==> src/sv/ctlb_pkg.sv <==
// Shared types and constants for the cursor text line buffer.
`default_nettype none
package ctlb_pkg;

  // Key codes that move the cursor instead of inserting
  localparam logic [7:0] KEY_HOME = 8'h5B;
  localparam logic [7:0] KEY_END  = 8'h5D;

  // Request function codes
  localparam logic FUNC_KEY = 1'b0;
  localparam logic FUNC_EOL = 1'b1;

  typedef struct packed {
    logic       func;
    logic [7:0] key_byte;
  } ctlb_in_t;

  typedef struct packed {
    logic [7:0] text_byte;
    logic       last_of_line;
    logic       line_empty;
    logic       overflow_seen;
  } ctlb_out_t;

  typedef enum logic [1:0] {
    ST_IDLE,
    ST_INS_LINK,
    ST_INS_CUR,
    ST_EMIT
  } ctlb_state_t;

endpackage : ctlb_pkg
`default_nettype wire

==> src/sv/cursor_text_line_buffer_core.sv <==
// Top level: linked-list line buffer with insertion cursor and line walk.
// Home/end key: busy stays low.
// Character key: busy in ST_INS_LINK, then in ST_INS_CUR when the cursor is not at the
//   head, set by the single write port of the link memory. A full line sets overflow.
// End of line with n characters: n results back to back through the memory read register and
//   the result register; an empty line gives one result in the next cycle. The walk is bound by
//   one link memory read per character. The receiver cannot stall the results.
// Reset (rst_n low, synchronous) empties the line; memory contents are not cleared.
`default_nettype none
module cursor_text_line_buffer_core #(
  parameter int LINE_CAPACITY = 64
) (
  input  wire logic               clk,
  input  wire logic               rst_n,
  input  wire logic               start,
  output logic                    busy,
  input  wire ctlb_pkg::ctlb_in_t in_req,
  output logic                    out_valid,
  output ctlb_pkg::ctlb_out_t     out_res
);
  import ctlb_pkg::*;

  localparam int SLOT_W = $clog2(LINE_CAPACITY + 1);
  localparam int ADDR_W = (LINE_CAPACITY > 1) ? $clog2(LINE_CAPACITY) : 1;
  localparam logic [SLOT_W-1:0] CAP = SLOT_W'(LINE_CAPACITY);
  localparam logic [SLOT_W-1:0] ONE = SLOT_W'(1);

  ctlb_state_t       state_r, state_nxt;
  logic [SLOT_W-1:0] head_r, head_nxt;
  logic [SLOT_W-1:0] cursor_r, cursor_nxt;
  logic [SLOT_W-1:0] tail_r, tail_nxt;
  logic [SLOT_W-1:0] count_r, count_nxt;
  logic              ovf_r, ovf_nxt;
  logic [SLOT_W-1:0] rem_r, rem_nxt;
  logic [SLOT_W-1:0] succ_r, succ_nxt;
  logic              out_valid_r, out_valid_nxt;
  ctlb_out_t         out_res_r, out_res_nxt;

  logic              accept;
  logic [SLOT_W-1:0] new_slot;
  logic [SLOT_W-1:0] cur_m1, head_m1, lrd_m1, new_m1;
  logic              char_we, link_we;
  logic [ADDR_W-1:0] char_waddr, link_waddr, rd_addr;
  logic [7:0]        char_wdata, char_rdata;
  logic [SLOT_W-1:0] link_wdata, link_rdata;

  assign accept   = start && (state_r == ST_IDLE);
  assign busy     = (state_r != ST_IDLE);
  assign new_slot = count_r + ONE;
  assign cur_m1   = cursor_r - ONE;
  assign head_m1  = head_r - ONE;
  assign lrd_m1   = link_rdata - ONE;
  assign new_m1   = new_slot - ONE;

  // Character memory: character of slot s at index s-1
  ctlb_ram #(.WIDTH(8), .DEPTH(LINE_CAPACITY)) u_char_ram (
    .clk   (clk),
    .we    (char_we),
    .waddr (char_waddr),
    .wdata (char_wdata),
    .raddr (rd_addr),
    .rdata (char_rdata)
  );

  // Link memory: successor of slot s at index s-1; head link lives in head_r
  ctlb_ram #(.WIDTH(SLOT_W), .DEPTH(LINE_CAPACITY)) u_link_ram (
    .clk   (clk),
    .we    (link_we),
    .waddr (link_waddr),
    .wdata (link_wdata),
    .raddr (rd_addr),
    .rdata (link_rdata)
  );

  // Sequencer: next state, memory ports and result register
  always_comb begin
    state_nxt     = state_r;
    head_nxt      = head_r;
    cursor_nxt    = cursor_r;
    tail_nxt      = tail_r;
    count_nxt     = count_r;
    ovf_nxt       = ovf_r;
    rem_nxt       = rem_r;
    succ_nxt      = succ_r;
    out_valid_nxt = 1'b0;
    out_res_nxt   = out_res_r;
    char_we       = 1'b0;
    char_waddr    = count_r[ADDR_W-1:0];
    char_wdata    = in_req.key_byte;
    link_we       = 1'b0;
    link_waddr    = new_m1[ADDR_W-1:0];
    link_wdata    = succ_r;
    rd_addr       = cur_m1[ADDR_W-1:0];

    unique case (state_r)
      ST_IDLE: begin
        if (accept) begin
          if (in_req.func == FUNC_KEY) begin
            if (in_req.key_byte == KEY_HOME) begin
              cursor_nxt = '0;
            end else if (in_req.key_byte == KEY_END) begin
              cursor_nxt = tail_r;
            end else if (count_r >= CAP) begin
              ovf_nxt = 1'b1;
            end else begin
              // Store the character, fetch the cursor's successor
              char_we   = 1'b1;
              rd_addr   = cur_m1[ADDR_W-1:0];
              state_nxt = ST_INS_LINK;
            end
          end else if (count_r == '0) begin
            // Empty line: one flagged result, then clear
            out_valid_nxt             = 1'b1;
            out_res_nxt.text_byte     = '0;
            out_res_nxt.last_of_line  = 1'b1;
            out_res_nxt.line_empty    = 1'b1;
            out_res_nxt.overflow_seen = ovf_r;
            head_nxt   = '0;
            cursor_nxt = '0;
            tail_nxt   = '0;
            count_nxt  = '0;
            ovf_nxt    = 1'b0;
          end else begin
            // Start the walk at the first node
            rd_addr   = head_m1[ADDR_W-1:0];
            rem_nxt   = count_r;
            state_nxt = ST_EMIT;
          end
        end
      end

      ST_INS_LINK: begin
        // Link the new slot to the cursor's old successor
        succ_nxt   = (cursor_r == '0) ? head_r : link_rdata;
        link_we    = 1'b1;
        link_waddr = new_m1[ADDR_W-1:0];
        link_wdata = (cursor_r == '0) ? head_r : link_rdata;
        if (cursor_r == '0) begin
          head_nxt   = new_slot;
          if (tail_r == '0) begin
            tail_nxt = new_slot;
          end
          cursor_nxt = new_slot;
          count_nxt  = new_slot;
          state_nxt  = ST_IDLE;
        end else begin
          state_nxt = ST_INS_CUR;
        end
      end

      ST_INS_CUR: begin
        // Point the cursor's node at the new slot and advance
        link_we    = 1'b1;
        link_waddr = cur_m1[ADDR_W-1:0];
        link_wdata = new_slot;
        if (tail_r == cursor_r) begin
          tail_nxt = new_slot;
        end
        cursor_nxt = new_slot;
        count_nxt  = new_slot;
        state_nxt  = ST_IDLE;
      end

      ST_EMIT: begin
        // Emit the current node and fetch the next one
        rd_addr                   = lrd_m1[ADDR_W-1:0];
        out_valid_nxt             = 1'b1;
        out_res_nxt.text_byte     = char_rdata;
        out_res_nxt.last_of_line  = (rem_r == ONE);
        out_res_nxt.line_empty    = 1'b0;
        out_res_nxt.overflow_seen = ovf_r;
        rem_nxt                   = rem_r - ONE;
        if (rem_r == ONE) begin
          head_nxt   = '0;
          cursor_nxt = '0;
          tail_nxt   = '0;
          count_nxt  = '0;
          ovf_nxt    = 1'b0;
          state_nxt  = ST_IDLE;
        end
      end

      default: begin
        state_nxt = ST_IDLE;
      end
    endcase
  end

  // State register
  always_ff @(posedge clk) begin
    if (!rst_n) begin
      state_r     <= ST_IDLE;
      head_r      <= '0;
      cursor_r    <= '0;
      tail_r      <= '0;
      count_r     <= '0;
      ovf_r       <= 1'b0;
      out_valid_r <= 1'b0;
    end else begin
      state_r     <= state_nxt;
      head_r      <= head_nxt;
      cursor_r    <= cursor_nxt;
      tail_r      <= tail_nxt;
      count_r     <= count_nxt;
      ovf_r       <= ovf_nxt;
      out_valid_r <= out_valid_nxt;
    end
  end

  // Payload registers
  always_ff @(posedge clk) begin
    rem_r     <= rem_nxt;
    succ_r    <= succ_nxt;
    out_res_r <= out_res_nxt;
  end

  assign out_valid = out_valid_r;
  assign out_res   = out_res_r;

  // Fill count never exceeds capacity; cursor and tail stay on stored slots
  a_count_range: assert property (@(posedge clk) disable iff (!rst_n)
    (count_r <= CAP) && (cursor_r <= count_r) && (tail_r <= count_r))
    else $error("line buffer slot bookkeeping out of range");

  // End of an empty line gives one flagged result next cycle
  a_empty_line: assert property (@(posedge clk) disable iff (!rst_n)
    (accept && (in_req.func == FUNC_EOL) && (count_r == '0))
      |=> (out_valid && out_res.line_empty && out_res.last_of_line))
    else $error("empty line did not produce a flagged result");

  // Results of one line come back to back
  a_burst: assert property (@(posedge clk) disable iff (!rst_n)
    (out_valid && !out_res.last_of_line) |=> out_valid)
    else $error("gap inside a line's results");

  // A finished line leaves the buffer empty
  a_cleared: assert property (@(posedge clk) disable iff (!rst_n)
    (out_valid && out_res.last_of_line) |-> (count_r == '0) && (head_r == '0))
    else $error("line not cleared after its last result");

endmodule : cursor_text_line_buffer_core
`default_nettype wire

==> src/sv/ctlb_ram.sv <==
// Generic single write port, single read port RAM with registered read data.
`default_nettype none
module ctlb_ram #(
  parameter int WIDTH = 8,
  parameter int DEPTH = 64
) (
  input  wire logic                     clk,
  input  wire logic                     we,
  input  wire logic [$clog2(DEPTH)-1:0] waddr,
  input  wire logic [WIDTH-1:0]         wdata,
  input  wire logic [$clog2(DEPTH)-1:0] raddr,
  output logic      [WIDTH-1:0]         rdata
);

  logic [WIDTH-1:0] mem [DEPTH];

  // Write and registered read
  always_ff @(posedge clk) begin
    if (we) begin
      mem[waddr] <= wdata;
    end
    rdata <= mem[raddr];
  end

endmodule : ctlb_ram
`default_nettype wire
==> config.mk <==
export PLATFORM = sky130hd
export DESIGN_NAME = cursor_text_line_buffer_core
export DESIGN_NICKNAME = d
export VERILOG_FILES = /design/src/sv/ctlb_pkg.sv /design/src/sv/cursor_text_line_buffer_core.sv /design/src/sv/ctlb_ram.sv
export SDC_FILE = /design/constraint.sdc
export NUM_CORES = 1
export LEC_CHECK = 0
export BUFFER_PORTS_ARGS = -buffer_cell sky130_fd_sc_hd__clkbuf_2
export CORE_MARGIN = 2
export CORE_UTILIZATION = 50
export CTS_CLUSTER_SIZE = 20
export DETAILED_ROUTE_END_ITERATION = 6
export PLACE_DENSITY = 0.66
export SLEW_MARGIN = 20
export SYNTH_ARGS = -nofsm -noshare
export SYNTH_HDL_FRONTEND = slang
export SYNTH_SLANG_ARGS = --single-unit
==> constraint.sdc <==
create_clock -name clk -period 7.4 [get_ports clk]
set_input_delay 0.74 -clock clk [delete_from_list [all_inputs] [get_ports clk]]
set_output_delay 0.74 -clock clk [all_outputs]
set_load 0.02 [all_outputs]
==> flow_summary.ini <==
[global_route]
grt_first_pass_wirelength_mm = 153
antenna_found_initial = 1
grt_max_degree = 200
overflow = 0
grt_pass1_vias = 24400
grt_use_total_pct = 24.8

[logic_synthesis]
synth_area_leaders = edfxtp_1 70%, nand2_1 6.2%, a21oi_1 3.4%, nand3_1 3.3%, mux2i_1 3.0%
synthArstFlopShare_pct = 0
ys_seq_area_share_pct = 72.2
synth_top_area_share_pct = 69.9
synth_nets = 3062
synth-seq-cells = 965
post_synth.cell_area_avg_um2 = 13.0
synth_edf_count = 920
syn_area_um2 = 39500
synth_top_area_cell = edfxtp_1
synthFlopType = edfxtp_1
netlist_instances = 3037
yosysWarnings = 0
synth_cell_types = 70

[route]
viasPerCell = 6.09
ant_nets = 0
route.detailed.drc = 0
drtIter0Drc = 3252
num_vias = 25200
wl_per_cell_um = 24.7
wl_mm = 102
detail_route.first_pass.iterations = 6

[timing]
finalCritPeriodShare_pct = 67.0
max_freq_mhz = 202
setup_tns_ns = 0
finalCriticalPeriod_ns = 4.96
setup_viol = 0
slew_violations = 0
clock_skew_ns = 0.0444
slew_headroom_pct = 21.6
tightest_slew_ns = 1.17
grt_setup_unrepaired = false
hold_viol = 0

[floorplanning]
core_area_um2 = 78600
dieHeight_um = 285
dieWidth_um = 285
pin_count = 25
rows = 103
die-area_um2 = 81300
start_util_pct = 50.3

[finish]
insertedDiodeCount = 0
fillCellCount = 6315
final_common_cell = edfxtp_1
finalInstanceArea_um2 = 43700
area_growth_pct = 10.7
fin_nets = 3035
layout_common_cells = 920 x edfxtp_1, 655 x nand2_1, 263 x nand3_1
drive_gt1_share_pct = 8.41

[clock_network]
postCtsHoldBufs = 0
post_cts_buffers = 0
cts_tree = yes
cts_buffer_depth = 3
ctsHtreeMaxLevel = 3
ctsResizeCount = 0
clkTransAtPathRegs_ns = 0.06
cts.sinks = 965
root_buffer = clkbuf_16
clk_latency_ns = 0.67
cts_made_buffers = 95

[worst_setup_path]
cp.arrival_ns = 5.26
critPathRequiredTime_ns = 7.70
crit_path_end_kind = flip-flop
worstSetupPathType = reg -> reg
crit_fanout = 16
crit_path_start_kind = flip-flop

[placed_design]
gp_congestion = 0.870
dpl_cell_area_um2 = 40600
detailed_place_hpwl_mm = 62.0
portBuffers = 24

[min_path]
hp-class = reg -> reg

[job]
max_cap_violations = 0

[run_status]
status = finished clean
## flip-flops by register name, indices dropped and copies added (netlist names)
register,flops
tail_r,7
ovf_r,1
u_char_ram.mem,512
count_r,7
u_link_ram.rdata,6
succ_r,6
out_res,11
head_r,6
u_link_ram.mem,384
rem_r,7
state_r,2
u_char_ram.rdata,8
cursor_r,7
out_valid,1
## layer usage
metal | global-route usage [%] | up-vias | share of wire, %
met1 | 34.8 | 12600 | 41
met5 | 0 | - | 0
met3 | 4.14 | 184 | 9.1
met4 | 7.30 | 0 | 2.6
met2 | 40.2 | 1262 | 48
li1 | - | 11200 | -
## kinds of logic (layout without fill, tap and decap cells)
kind of cell | after synthesis | count (layout) | share of synthesized area (%)
flip-flops | 965 | 965 | 72.2
multiplexers | 124 | 124 | 3.15
adder cells (fa/ha/maj) | 13 | 13 | 0.412
buffers and inverters | 210 | 266 | 2.37
AND/OR/NAND/NOR | 1191 | 1191 | 12.8
AO/OA/AOI/OAI | 499 | 499 | 8.31
XOR/XNOR | 35 | 35 | 0.776
## stage by stage
step	worst slack, ns	instances	util, %	hold slack, ns
after floorplan	3.36	3037	-	0.408
after global placement	2.69	3963	51.6	0.416
after detailed placement	2.66	3963	51.6	0.440
after CTS	2.62	4143	55.6	0.437
after global routing	2.37	4143	55.6	0.450
final	2.44	4143	55.6	0.433
## final timing paths
path | slack (ns) | end | cells past startpoint | from
worst min-delay path | 0.43 | out_res[0]$_DFFE_PP_ | 0 | ovf_r$_SDFFE_PN0P_
worst max-delay path | 2.44 | u_link_ram.mem[20][1]$_DFFE_PP_ | 7 | count_r[2]$_SDFFE_PN0P_
worst min register to register | 0.43 | out_res[0]$_DFFE_PP_ | 0 | ovf_r$_SDFFE_PN0P_
worst max register to register | 2.44 | u_link_ram.mem[20][1]$_DFFE_PP_ | 7 | count_r[2]$_SDFFE_PN0P_
## cell usage after synthesis (all sizes together), types with 13 or more instances
cell type    n
inv         18
a221oi      33
a22oi       33
edfxtp     920
nor3        27
a41o        14
nand2      655
o31ai       14
a21oi      266
a32oi       14
a31oi       29
mux2i      120
nand3      264
a32o        14
a311oi      15
clkbuf      75
o21ai       18
ha          13
nor2       188
xor2        19
buf        116
and2        16
o221ai      13
xnor2       16
dfxtp       45
## worst max-delay path, cell delays in order (launching register included)
cell and delay (ns):
dfxtp_1 0.69, nand3_1 0.88, nor2_1 0.36, xor2_1 0.52
xnor2_1 0.21, o21ai_0 0.79, nand2_1 0.56, nor2_1 0.58
## final cells by class
class                   count  area [um2]  area share (%)
flip-flops and latches    965       28500            65.2
multi-input cells        1862       10200            23.3
clock buffers             116        2500            5.71
well taps                1050        1310            3.00
clock inverters            64         673            1.54
repair buffers             67         480            1.10
inverters                  19        71.3           0.163
Power is not shown: default switching activity piles up to over one toggle a cycle in this logic, so the estimate is an artifact.
